[src/design/lsrc_pkg.sv]
package lsrc_pkg;

  localparam int COORD_BITS = 16;
  // signed width that holds a boundary p or q and every t numerator or denominator
  localparam int NUM_BITS   = COORD_BITS + 2;
  localparam int PROD_BITS  = 2 * NUM_BITS;
  // unsigned divisor width, the denominator never exceeds 2**COORD_BITS - 1
  localparam int DIV_BITS   = COORD_BITS + 1;
  localparam int N_BOUND    = 4;
  localparam int N_LANES    = 4;
  localparam int CFG_IDX_BITS = 2;

  localparam logic [CFG_IDX_BITS-1:0] REG_X_MIN = 2'd0;
  localparam logic [CFG_IDX_BITS-1:0] REG_Y_MIN = 2'd1;
  localparam logic [CFG_IDX_BITS-1:0] REG_X_MAX = 2'd2;
  localparam logic [CFG_IDX_BITS-1:0] REG_Y_MAX = 2'd3;

  typedef logic signed [COORD_BITS-1:0] coord_t;
  typedef logic signed [NUM_BITS-1:0]   num_t;

  typedef struct packed {
    logic signed [COORD_BITS-1:0] start_x;
    logic signed [COORD_BITS-1:0] start_y;
    logic signed [COORD_BITS-1:0] end_x;
    logic signed [COORD_BITS-1:0] end_y;
  } seg_t;

  typedef struct packed {
    logic                         visible;
    logic signed [COORD_BITS-1:0] clip_start_x;
    logic signed [COORD_BITS-1:0] clip_start_y;
    logic signed [COORD_BITS-1:0] clip_end_x;
    logic signed [COORD_BITS-1:0] clip_end_y;
  } clip_t;

  // state handed from one boundary cell to the next
  typedef struct packed {
    logic signed [COORD_BITS-1:0] x1;
    logic signed [COORD_BITS-1:0] y1;
    logic signed [NUM_BITS-1:0]   dx;
    logic signed [NUM_BITS-1:0]   dy;
    logic [N_BOUND-1:0][NUM_BITS-1:0] p;
    logic [N_BOUND-1:0][NUM_BITS-1:0] q;
    logic signed [NUM_BITS-1:0]   n1;
    logic signed [NUM_BITS-1:0]   d1;
    logic signed [NUM_BITS-1:0]   n2;
    logic signed [NUM_BITS-1:0]   d2;
    logic                         reject;
  } bnd_t;

  typedef struct packed {
    logic                  neg;
    logic [DIV_BITS-1:0]   rem;
    // dividend bits still to shift in on top, quotient bits growing below
    logic [COORD_BITS-1:0] lq;
  } lane_t;

  // state handed from one divider cell to the next
  typedef struct packed {
    logic                       vis;
    lane_t [N_LANES-1:0]        lane;
    logic [DIV_BITS-1:0]        d1;
    logic [DIV_BITS-1:0]        d2;
  } div_t;

endpackage

[src/design/lsrc_bound_cell.sv]
module lsrc_bound_cell #(
  parameter int IDX = 0
) (
  input  logic            clk_i,
  input  logic            rst_ni,
  input  logic            in_valid_i,
  output logic            in_ready_o,
  input  lsrc_pkg::bnd_t  in_data_i,
  output logic            out_valid_o,
  input  logic            out_ready_i,
  output lsrc_pkg::bnd_t  out_data_o
);

  logic           valid_q;
  lsrc_pkg::bnd_t data_q, data_d;

  always_comb begin
    lsrc_pkg::num_t p, q, num, den, nc, dc;
    logic signed [lsrc_pkg::PROD_BITS-1:0] a, b;
    p = $signed(in_data_i.p[IDX]);
    q = $signed(in_data_i.q[IDX]);
    num = (p < 0) ? -q : q;
    den = (p < 0) ? -p : p;
    nc = (p < 0) ? in_data_i.n1 : in_data_i.n2;
    dc = (p < 0) ? in_data_i.d1 : in_data_i.d2;
    a = num * dc;
    b = nc * den;
    data_d = in_data_i;
    if (p == 0) begin
      if (q < 0) data_d.reject = 1'b1;
    end else if (p < 0) begin
      // entry side, raise t1
      if (a > b) begin
        data_d.n1 = num;
        data_d.d1 = den;
      end
    end else begin
      // exit side, lower t2
      if (a < b) begin
        data_d.n2 = num;
        data_d.d2 = den;
      end
    end
  end

  assign in_ready_o  = !valid_q || out_ready_i;
  assign out_valid_o = valid_q;
  assign out_data_o  = data_q;

  always_ff @(posedge clk_i or negedge rst_ni) begin
    if (!rst_ni) begin
      valid_q <= 1'b0;
    end else if (in_ready_o) begin
      valid_q <= in_valid_i;
    end
  end

  always_ff @(posedge clk_i) begin
    if (in_valid_i && in_ready_o) begin
      data_q <= data_d;
    end
  end

endmodule

[config.mk]
export PLATFORM = sky130hd
export DESIGN_NAME = lsrc_bound_cell
export DESIGN_NICKNAME = d
export VERILOG_FILES = /design/src/design/lsrc_pkg.sv /design/src/design/lsrc_bound_cell.sv
export SDC_FILE = /design/constraint.sdc
export NUM_CORES = 2
export LEC_CHECK = 0
export BUFFER_PORTS_ARGS = -buffer_cell sky130_fd_sc_hd__buf_2
export CAP_MARGIN = 20
export CORE_MARGIN = 2
export CORE_UTILIZATION = 25
export DETAILED_ROUTE_END_ITERATION = 7
export PLACE_DENSITY = 0.54
export SLEW_MARGIN = 40
export SYNTH_ARGS = -nofsm -noshare
export SYNTH_HDL_FRONTEND = slang
export SYNTH_SLANG_ARGS = --single-unit
[constraint.sdc]
create_clock -name clk_i -period 7.95 [get_ports clk_i]
set_clock_uncertainty 0.15 [all_clocks]
set_input_delay 0.3975 -clock clk_i [delete_from_list [all_inputs] [get_ports clk_i]]
set_output_delay 0.3975 -clock clk_i [all_outputs]
set_load 0.01 [all_outputs]
# [Yosys cells after proc, flatten, opt, wreduce, memory -nomap -nowiden]
# Cells that the tools add are included.
[word_totals] ff_bits=286 in_bits=289 output_inout_bits=287 wordCells=41
[classes] n_addsub=2 n_mul=2 order_cmp=4 mux=11 reduce_logical=4
[ops] op="$mux W36" count=4
[ops] op="$mul A18 B18 Y36" count=2
[ops] op="$mux W18" count=4
[ops] op="$mux W72" count=1
[ops] op="$gt A36 B36 Y1" count=1
[ops] op="$lt A18 B1 Y1 const B" count=2
[ops] op="$lt A36 B36 Y1" count=1
[ops] op="$neg A18 Y18" count=2
[ops] op="$logic_not A32 Y1" count=1
[ops] op="$mux W1" count=2
[ops] op="$logic_and A1 B1 Y1" count=1
[ops] op="$logic_not A1 Y1" count=1
[ops] op="$logic_or A1 B1 Y1" count=1

# [Logic depth before layout (Yosys ltp)]
[depth] ltp_word=7 mapped_depth=43 depth_no_buf=38

# [Worst setup path before layout]
# OpenSTA, ideal clock, no wires.
[synth_timing] path_kind="in2reg" startpoint="in in_data_i[73] (netlist name)" endpoint="reg data_q (netlist bit out_data_o[10]) (data pin)" setup_time_ns=0.260 arrival_time_ns=9.857 required_time_ns=7.540 path_slack_ns=-2.317 path_stages=42 path_buffers=5 cell_sequence="clkbuf_1 -> inv_1 -> buf_1 -> ha_1 -> nor2b_1 -> inv_1 -> or4_1 -> o31ai_1 -> xnor2_1 -> clkbuf_1 -> nand2_1 -> fa_1 -> fa_1 -> inv_1 -> fa_1 -> inv_1 -> fa_1 -> inv_1 -> [6 not listed] -> a21oi_1 -> o31ai_1 -> a41o_1 -> o21a_1 -> nor3_1 -> a21oi_1 -> xor2_1 -> ha_1 -> and4_1 -> and3_1 -> a221o_1 -> a21oi_1 -> o21ai_0 -> o21ai_0 -> a211o_1 -> buf_2 -> buf_2 -> mux2_2"
[synth_lines] element="from (decl)" line="lsrc_bound_cell.sv:8" rtl="input lsrc_pkg::bnd_t in_data_i,"
[synth_lines] element="to (signal assigned)" line="lsrc_bound_cell.sv:60" rtl="data_q <= data_d;"
[synth_lines] element="to (decl)" line="lsrc_bound_cell.sv:15" rtl="lsrc_pkg::bnd_t data_q, data_d;"

==> run metrics <==
cell count after synthesis=between 3000 and 4000; global-route usage over all layers=0.2188; layout cells sized above 1=0.3469; I/O pin cnt=576; fin crit share=1.194; CP arrival=just under 10 ns; drt drc=0; WL final=about 160000 um; synthesis-to-layout area growth=46.48%; Seq/Total Area, Yosys=0.2408; Rows=around 140; Die Footprint=between 0.1 and 0.15 mm^2; status=finished, violations left; global placement routability congestion=~0.97; H-tree levels=2; most used cell along the critical path=fa_1; Distinct cells, synth=67; YS warnings=0; worst min path class=primary input to flop; port buffer count=between 500 and 600; cell area after synthesis=~0.036 mm^2; Final Cell Area=0.05222 mm^2; Die H=between 300 and 400 um; core area=0.1416 mm^2; Seq cells post-synth=around 290; Place WS=-2.469 ns; Reg2Reg Setup Slack=~5.8 ns; nets@finish=around 6000; violated checks=setup timing; Final WS setup=-1.541 ns; Clock Root Buffer=clkbuf_16; Slew Limit Fails=0; post-route ant nets=0; Die X=roughly 380 um; clock period minus worst slack=approximately 9.5 ns; Mapped Avg Cell Area=between 10 and 15 um^2; crit start category=primary input; prevailing post-synth register cell=edfxtp_1; critical path class=primary input to flop; crit path max fanout=6; critical path data required time=roughly 8.1 ns; total gr overflow=0; first-pass GRT wire length=~230000 um; Setup Viol. Count Final=a little over 70; pin count of the biggest net entering global routing=between 100 and 150; crit path max-delay cell type=or4_4; Syn Nets=~4600; total negative slack=-105.82 ns; Max-slew headroom=0.3924; placed cell areas=approximately 0.047 mm^2; Fmax=roughly 110 MHz; slowest cell delay on critical path=approximately 0.57 ns; Initial Utilization=0.2518; CTS tree=built; Avg WL per Cell=~23 um; Critical Path Sink Type=flop; clock slew at reported path FFs=roughly 0.060 ns; CTS max path bufs=3; cts bufs inserted=37; clock latency on the worst-skew pair=0.59 ns; initial antenna violation count=28; Detailed Place HPWL=138600 um; vias in the first global route=33160; drt pass-1 iters=6; DR iter-0 viols=slightly below 2000; ys async rst share=0.003497; total of max-cap violations=0; unrepaired setup endpoints after global routing=true; Clock Sinks=286; Final Hold Vio Count=0; Via density=~4.5; Post-synth EDFFs=about 290; worst-margin pin slew=between 0.9 and 1 ns; vias=31240
[Yosys cell counts (6+ instances only)]
library cell	instances	area share
nand2_1	376	0.040
and2_1	9	0.0016
o21a_1	11	0.0023
inv_1	739	0.078
a221oi_1	31	0.0076
mux2_2	72	0.023
o22ai_1	32	0.0056
o31ai_1	10	0.0021
o21ai_0	44	0.0062
a21boi_0	6	0.0013
a211o_1	7	0.0017
xor2_1	53	0.013
a21o_1	30	0.0063
clkbuf_1	82	0.0086
fa_1	658	0.37
a211oi_1	17	0.0036
or2_2	8	0.0014
edfxtp_1	285	0.24
nand2b_1	16	0.0028
nor2_1	390	0.041
o21bai_1	6	0.0013
a21oi_1	53	0.0074
and3_1	8	0.0014
o211ai_1	8	0.0017
nor2b_1	9	0.0016
ha_1	224	0.079
xnor2_1	78	0.019
buf_1	9	0.00095
mux2i_1	32	0.0090
nor3_1	19	0.0027
nand3_1	19	0.0027
[state kept, by name (all words and copies together), names as in the netlist]
register	count
out_valid_o	1
out_data_o	285
[per-layer routing]
| metal | GRT usage | part of all wire | up-vias |
|---|---|---|---|
| li1 | - | - | 13870 |
| met1 | 0.2553 | 0.38 | 15900 |
| met2 | 0.3745 | 0.48 | 1154 |
| met4 | 0.1204 | 0.069 | 22 |
| met5 | 0 | 0.00076 | - |
| met3 | 0.04549 | 0.068 | 295 |
[placed cells by master, fill, tap and decap left out, types with 12 or more instances in the layout]
master	count
buf_2	573
nor2_1	381
nor3_1	12
a21oi_1	43
xnor2_1	69
buf_12	40
nand2_1	365
buf_4	758
inv_1	727
dlygate4sd3_1	212
nand2b_1	16
a221oi_2	28
mux2i_1	32
clkbuf_16	40
o22ai_4	20
fa_1	650
o21ai_0	29
edfxtp_1	285
a21o_1	30
buf_6	26
a211oi_1	12
mux2_2	72
diode_2	22
xor2_1	49
inv_2	12
ha_1	213
nand3_1	17
[through the flow]
stage / hold WS (ns) / utilization / cells
detailed placement: 0.02310 / 0.3349 / 6578
global placement: 0.02323 / 0.3348 / 6578
floorplan: -0.04809 / - / 3419
CTS: -0.01154 / 0.3638 / 6878
finish: 0.01355 / 0.3688 / 6917
global route: 0.003798 / 0.3685 / 6900
[repair_timing]
action                                  CTS  global route
hold buffers                            212             0
pin swaps                                82            57
gates resized for setup                  92           103
hold endpoints to repair                212             0
gates cloned                              4             5
setup buffers                            19            13
endpoints found under the setup margin   72            72
[final cells by class]
type | count | area [um^2]
multi-input combinational | 2296 | 25220
inverter | 740 | 2778
clock buffer | 39 | 933.4
clock inverter | 26 | 294.0
sequential | 286 | 8583
timing repair buffer | 1618 | 11990
antenna | 22 | 55.05
tap | 1890 | 2365
fill | 14300 | 89360
[cells by family after synthesis]
kind of cell,share of synthesized area
AND/OR/NAND/NOR,0.1002
buffers and inverters,0.08841
flip-flops,0.2408
adder cells (fa/ha/maj),0.4481
AO/OA/AOI/OAI,0.05812
XOR/XNOR,0.03264
multiplexers,0.03173
[critical path, delay by kind of cell]
family | cells | cell delay [ns]
AOI/OAI and AO/OA | 10 | 1.71
adders and majority gates | 8 | 3.52
and+or+nand+nor | 9 | 2.79
xor gates and xnor gates | 2 | 0.33
buffers and inverters | 9 | 0.91
[path summary, 6_finish.rpt]
kind / from / depth (start not counted) / end
max in group asynchronous: rst_ni / 3 / out_valid_o
max reg2reg: out_valid_o / 3 / out_data_o[32]
max: in_data_i[151] / 38 / out_data_o[45]
min in group asynchronous: rst_ni / 3 / out_valid_o
min reg2reg: out_valid_o / 2 / out_valid_o
min: in_data_i[13] / 2 / out_data_o[13]
Power is not shown: default switching activity piles up to over one toggle a cycle in this logic, so the estimate is an artifact.
