$ cat src/design/lsrc_pkg.sv
package lsrc_pkg;

  localparam int COORD_BITS = 16;
  // signed width that holds a boundary p or q and every t numerator or denominator
  localparam int NUM_BITS   = COORD_BITS + 2;
  localparam int PROD_BITS  = 2 * NUM_BITS;
  // unsigned divisor width, the denominator never exceeds 2**COORD_BITS - 1
  localparam int DIV_BITS   = COORD_BITS + 1;
  localparam int N_BOUND    = 4;
  localparam int N_LANES    = 4;
  localparam int CFG_IDX_BITS = 2;

  localparam logic [CFG_IDX_BITS-1:0] REG_X_MIN = 2'd0;
  localparam logic [CFG_IDX_BITS-1:0] REG_Y_MIN = 2'd1;
  localparam logic [CFG_IDX_BITS-1:0] REG_X_MAX = 2'd2;
  localparam logic [CFG_IDX_BITS-1:0] REG_Y_MAX = 2'd3;

  typedef logic signed [COORD_BITS-1:0] coord_t;
  typedef logic signed [NUM_BITS-1:0]   num_t;

  typedef struct packed {
    logic signed [COORD_BITS-1:0] start_x;
    logic signed [COORD_BITS-1:0] start_y;
    logic signed [COORD_BITS-1:0] end_x;
    logic signed [COORD_BITS-1:0] end_y;
  } seg_t;

  typedef struct packed {
    logic                         visible;
    logic signed [COORD_BITS-1:0] clip_start_x;
    logic signed [COORD_BITS-1:0] clip_start_y;
    logic signed [COORD_BITS-1:0] clip_end_x;
    logic signed [COORD_BITS-1:0] clip_end_y;
  } clip_t;

  // state handed from one boundary cell to the next
  typedef struct packed {
    logic signed [COORD_BITS-1:0] x1;
    logic signed [COORD_BITS-1:0] y1;
    logic signed [NUM_BITS-1:0]   dx;
    logic signed [NUM_BITS-1:0]   dy;
    logic [N_BOUND-1:0][NUM_BITS-1:0] p;
    logic [N_BOUND-1:0][NUM_BITS-1:0] q;
    logic signed [NUM_BITS-1:0]   n1;
    logic signed [NUM_BITS-1:0]   d1;
    logic signed [NUM_BITS-1:0]   n2;
    logic signed [NUM_BITS-1:0]   d2;
    logic                         reject;
  } bnd_t;

  typedef struct packed {
    logic                  neg;
    logic [DIV_BITS-1:0]   rem;
    // dividend bits still to shift in on top, quotient bits growing below
    logic [COORD_BITS-1:0] lq;
  } lane_t;

  // state handed from one divider cell to the next
  typedef struct packed {
    logic                       vis;
    lane_t [N_LANES-1:0]        lane;
    logic [DIV_BITS-1:0]        d1;
    logic [DIV_BITS-1:0]        d2;
  } div_t;

endpackage

$ cat src/design/lsrc_div_cell.sv
module lsrc_div_cell (
  input  logic            clk_i,
  input  logic            rst_ni,
  input  logic            in_valid_i,
  output logic            in_ready_o,
  input  lsrc_pkg::div_t  in_data_i,
  output logic            out_valid_o,
  input  logic            out_ready_i,
  output lsrc_pkg::div_t  out_data_o
);

  logic           valid_q;
  lsrc_pkg::div_t data_q, data_d;

  // one restoring step on every lane
  always_comb begin
    logic [lsrc_pkg::DIV_BITS:0]   t, dd, r;
    logic                          ge;
    data_d = in_data_i;
    for (int k = 0; k < lsrc_pkg::N_LANES; k++) begin
      dd = (k < 2) ? {1'b0, in_data_i.d1} : {1'b0, in_data_i.d2};
      t  = {in_data_i.lane[k].rem, in_data_i.lane[k].lq[lsrc_pkg::COORD_BITS-1]};
      ge = (t >= dd);
      r  = ge ? (t - dd) : t;
      data_d.lane[k].rem = r[lsrc_pkg::DIV_BITS-1:0];
      data_d.lane[k].lq  = {in_data_i.lane[k].lq[lsrc_pkg::COORD_BITS-2:0], ge};
    end
  end

  assign in_ready_o  = !valid_q || out_ready_i;
  assign out_valid_o = valid_q;
  assign out_data_o  = data_q;

  always_ff @(posedge clk_i or negedge rst_ni) begin
    if (!rst_ni) begin
      valid_q <= 1'b0;
    end else if (in_ready_o) begin
      valid_q <= in_valid_i;
    end
  end

  always_ff @(posedge clk_i) begin
    if (in_valid_i && in_ready_o) begin
      data_q <= data_d;
    end
  end

endmodule

$ cat config.mk
export PLATFORM = sky130hd
export DESIGN_NAME = lsrc_div_cell
export DESIGN_NICKNAME = d
export VERILOG_FILES = /design/src/design/lsrc_pkg.sv /design/src/design/lsrc_div_cell.sv
export SDC_FILE = /design/constraint.sdc
export NUM_CORES = 1
export LEC_CHECK = 0
export BUFFER_PORTS_ARGS = -buffer_cell sky130_fd_sc_hd__buf_2
export CAP_MARGIN = 40
export CORE_MARGIN = 3
export CORE_UTILIZATION = 54
export DETAILED_ROUTE_END_ITERATION = 10
export HOLD_SLACK_MARGIN = 0.05
export PLACE_DENSITY = 0.86
export SLEW_MARGIN = 25
export SYNTH_ARGS = -nofsm -noshare
export SYNTH_HDL_FRONTEND = slang
export SYNTH_SLANG_ARGS = --single-unit
$ cat constraint.sdc
create_clock -name clk_i -period 14.5 [get_ports clk_i]
set_clock_uncertainty 0.15 [all_clocks]
set_input_delay 2.175 -clock clk_i [delete_from_list [all_inputs] [get_ports clk_i]]
set_output_delay 2.175 -clock clk_i [all_outputs]
set_load 0.01 [all_outputs]
# Word level (Yosys, flattened, before mapping)
# Index checks and enable logic that the tools add are counted.
# classes
addsub	4
magnitude_cmp	4
muxes	4
reduce_logical	3
# op_table
op	n
greater-or-equal comparator 18 x 17 -> 1 bit	4
two-way mux 17 bit	4
subtractor 17 bit	4
logical AND 1 bit	1
zero test 1 bit	1
logical OR 1 bit	1
# totals
regBits	172
inputBits	175
out_inout_bits	173
word_cells	31

# Depth between registers and ports, before layout
# depth
word_depth	3
depth_mapped	13
mapped_depth_nobuf	11

# Worst setup path before layout
# No wires, ideal clock.
# synth_timing
path_kind	input-to-reg
start	input out_ready_i
end	register data_q (netlist bit out_data_o[0]), enable pin
setup_time_ns	0.552
t_arrival_ns	6.302
required_ns	13.798
slack_ns	7.495
stages	2
path_buffers	0
cell_sequence	nand2b_1 and2_1
# synth_via
elab_chain_len	2
# synth_rtl
item	line	source
start, declared	lsrc_div_cell.sv:8	input logic out_ready_i,
logical OR 1 bit	lsrc_div_cell.sv:30	assign in_ready_o = !valid_q || out_ready_i;
logical AND 1 bit	lsrc_div_cell.sv:43	if (in_valid_i && in_ready_o) begin
end signal, assigned	lsrc_div_cell.sv:44	data_q <= data_d;
end, declared	lsrc_div_cell.sv:13	lsrc_pkg::div_t data_q, data_d;
# No other way between the ends.
# A chain may end at the register's enable or synchronous reset.

==> flow_summary_export.csv <==
group,metric,value,unit
finish,filler_cell_count,1193,
global_route,first_global_vias,7635,
drt,routed_wire_length_per_instance,19.7,um
timing,grt_setup_unrepaired,"false",
yosys,synth.top_cell.area_share,54.6,%
die,coreArea,16800,um2
drt,first_pass_iters,5,
die,start_util,55.9,%
die,floorplan.die.height,138,um
yosys,post_synth.cell_area_avg,12.0,um2
setup_path,crit_path_end_kind,"flop",
place,finalWeightedCongestion,0.950,
finish,area_growth,27.8,%
timing,timing_hold_violations_final,0,
yosys,ys.flop_type,"sky130_fd_sc_hd__edfxtp_1",
job,max_cap_violations,0,
clock_tree,cts_repair_resize_count,0,
timing,final_max_slew_viol_count,0,
setup_path,required,14530,ps
setup_path,path_delay_family,"simple AND/OR/NAND/NOR gates",
drt,post-route-drc-count,0,
global_route,grt_overflow,0,
die,num_io_pins,348,
global_route,grt_antenna_before_repair,2,
die,row_count,47,
setup_path,cp.arrival,5220,ps
finish,num-nets-final,1390,
drt,vias,7835,
clock_tree,ctsLongestPathBuffers,2,
drt,drt.antenna.violating_nets,0,
timing,slew_headroom,48.9,%
pwr,power_per_cell_area,114,nW/um2
timing,finalSetupViolations,0,
setup_path,worst-path-max-fanout,11,
timing,clock.fmax,0.193,GHz
clock_tree,tritoncts,"built",
timing,tightestPinTransition,766,ps
drt,vias_per_cell,5.69,
worst_hold_path,hold_class,"reg -> reg",
yosys,number_of_flops_mapped_to_enable_cells_by_yosys,171,
status,status,"finished, final reports clean",
timing,totalNegativeSetupSlack,0,ps
setup_path,worst_setup_sp_type,"primary input",
clock_tree,htreeDepth,4,
pwr,worst_voltage_drop_across_the_vdd_grid,0.0866,mV
yosys,synth_sequential_area_ratio,54.9,%
yosys,synth_top_area_cell,"sky130_fd_sc_hd__edfxtp_1",
clock_tree,cts.reportedPaths.clkPinSlew,70,ps
pwr,p_total,0.00137,W
yosys,synth.net_count,1031,
die,die-width,138,um
clock_tree,postCtsSetupBuffers,0,
setup_path,timing.critical_path.cells,"buf_2, inv_1, ha_1, inv_1, fa_1, a21oi_1, o221ai_2, and3_4, a221oi_4, a21oi_1, or4_1, buf_8, mux2_4",
place,detailedPlacementHpwl,21200,um
clock_tree,cts_made_buffers,17,
place,portBuffers,347,
global_route,groute.usage.overall,27.8,%
pwr,leakage,5.29,nW
timing,final_ws_setup,9310,ps
global_route,first_pass_grt_wire_length,40200,um
timing,timing.final.crit_period,5190,ps
place,place_ws,8950,ps
clock_tree,insertion_delay,430,ps
setup_path,crit_buf_inv,4,
drt,dr.first_iter.drc_count,578,
yosys,yosysUniqueCellTypes,60,
setup_path,critical-path-max-stage-delay,660,ps
yosys,asyncSetResetFlopFracSynth,0.581,%
timing,final.period_utilization,35.8,%
yosys,netlist_top_cells_area,"sky130_fd_sc_hd__edfxtp_1 (55%), sky130_fd_sc_hd__ha_1 (9.0%), sky130_fd_sc_hd__a21oi_1 (3.9%)",
drt,route.final.wire_length,27100,um
finish,drive_gt1_share,36.9,%
global_route,maximum_number_of_pins_on_one_net_before_global_route_repair,64,
yosys,synth_seq_cells,172,
die,floorplan.die_area,19000,um2
setup_path,critical_path_class,"in -> reg",
yosys,syn-cell-area,9400,um2
clock_tree,postCtsHoldBufs,0,
setup_path,critical-path-slowest-cell,"sky130_fd_sc_hd__or4_1",
clock_tree,clkSinkCount,172,
yosys,yosys_warnings,0,
clock_tree,clk_root_buffer_cell,"sky130_fd_sc_hd__clkbuf_16",
yosys,cell_count_after_synthesis,784,
[where the power goes]
group          switching, W  internal, W  total [W]
Combinational      0.000178     0.000137   0.000315
Sequential        0.0000113     0.000599   0.000611
Clock              0.000216     0.000229   0.000445
Total              0.000406     0.000966    0.00137
[worst paths after layout]
| path | startpoint | end | slack, ps | cells after the start |
|---|---|---|---|---|
| hold reg to reg | out_valid_o$_DFFE_PN0N_ | out_valid_o$_DFFE_PN0N_ | 430 | 2 |
| max in group asynchronous | rst_ni | out_valid_o$_DFFE_PN0N_ | 12770 | 1 |
| hold / removal | out_valid_o$_DFFE_PN0N_ | out_valid_o$_DFFE_PN0N_ | 430 | 2 |
| setup / recovery | in_data_i[151] | out_data_o[160]$_DFFE_PP_ | 9310 | 13 |
| min in group asynchronous | rst_ni | out_valid_o$_DFFE_PN0N_ | 1350 | 1 |
| setup reg to reg | out_valid_o$_DFFE_PN0N_ | out_data_o[112]$_DFFE_PP_ | 12200 | 4 |
[Yosys cell counts (7+ instances only)]
library cell and count:
sky130_fd_sc_hd__nand4_1 13, sky130_fd_sc_hd__xnor2_1 31, sky130_fd_sc_hd__ha_1 68, sky130_fd_sc_hd__nor3_1 9
sky130_fd_sc_hd__nand2_1 42, sky130_fd_sc_hd__nor2_1 64, sky130_fd_sc_hd__o21ai_0 41, sky130_fd_sc_hd__inv_1 56
sky130_fd_sc_hd__mux2_2 24, sky130_fd_sc_hd__a21o_1 20, sky130_fd_sc_hd__edfxtp_1 171, sky130_fd_sc_hd__mux2_4 8
sky130_fd_sc_hd__nand2b_1 9, sky130_fd_sc_hd__a211oi_1 11, sky130_fd_sc_hd__nor2b_1 9, sky130_fd_sc_hd__clkbuf_1 12
sky130_fd_sc_hd__xor2_1 17, sky130_fd_sc_hd__o31ai_1 7, sky130_fd_sc_hd__nand3_1 11, sky130_fd_sc_hd__o21bai_1 8
sky130_fd_sc_hd__a21oi_1 73
[layer usage]
| layer | track usage (%) | part of all wire (%) | up-vias |
|---|---|---|---|
| li1 | - | - | 3688 |
| met1 | 32.0 | 37 | 3655 |
| met2 | 48.0 | 50 | 422 |
| met3 | 7.22 | 8.9 | 70 |
| met4 | 13.7 | 3.7 | 0 |
| met5 | 0 | 0 | - |
[cells in the final DEF, fill, tap and decap left out, drive strengths merged, types with 20 or more instances in the layout]
cell,count
buf,354
edfxtp,171
a21oi,74
ha,68
nor2,64
inv,63
o21ai,43
nand2,42
mux2,32
xnor2,31
a21o,20
[stage by stage]
step	hold WS, ps	cells	util [%]	instance area [um2]
final	433	1378	71.4	12000
after global placement	401	1339	67.5	11400
after detailed placement	411	1342	67.8	11400
after floorplan	472	784	-	9400
after global routing	471	1378	71.4	12000
after CTS	429	1374	71.3	12000
[layout make-up]
class                           instances  area [um2]  area share, %
Multi-Input combinational cell        542        3960           32.9
Timing Repair Buffer                  354        1830           15.2
Inverter                               56         210           1.75
Tap cell                              220         275           2.29
Clock buffer                           17         425           3.54
Sequential cell                       172        5160           42.9
Clock inverter                         15         154           1.28
Antenna cell                            2        5.00         0.0416
[kinds of logic (layout without fill, tap and decap cells)]
kind of cell | after synthesis | after routing | synth area share [%]
other cells | 0 | 2 | 0
buf+inv | 70 | 442 | 3.05
simple gates | 179 | 179 | 9.05
compound gates | 210 | 210 | 14.4
fa+ha+maj | 72 | 72 | 9.90
flops | 172 | 172 | 54.9
mux | 33 | 33 | 4.26
xor+xnor | 48 | 48 | 4.47
[worst register-to-register path, cell delays in order (launching register included)]
cell                       delay, ps
sky130_fd_sc_hd__dfrtp_1         400
sky130_fd_sc_hd__nand2b_1        130
sky130_fd_sc_hd__and2_4          490
sky130_fd_sc_hd__buf_4           510
sky130_fd_sc_hd__buf_12          300
[flip-flops by register name (all words and copies together) (netlist names)]
register,cells
out_valid_o,1
out_data_o,171
Note: power is estimated with default switching activity, not from simulation.
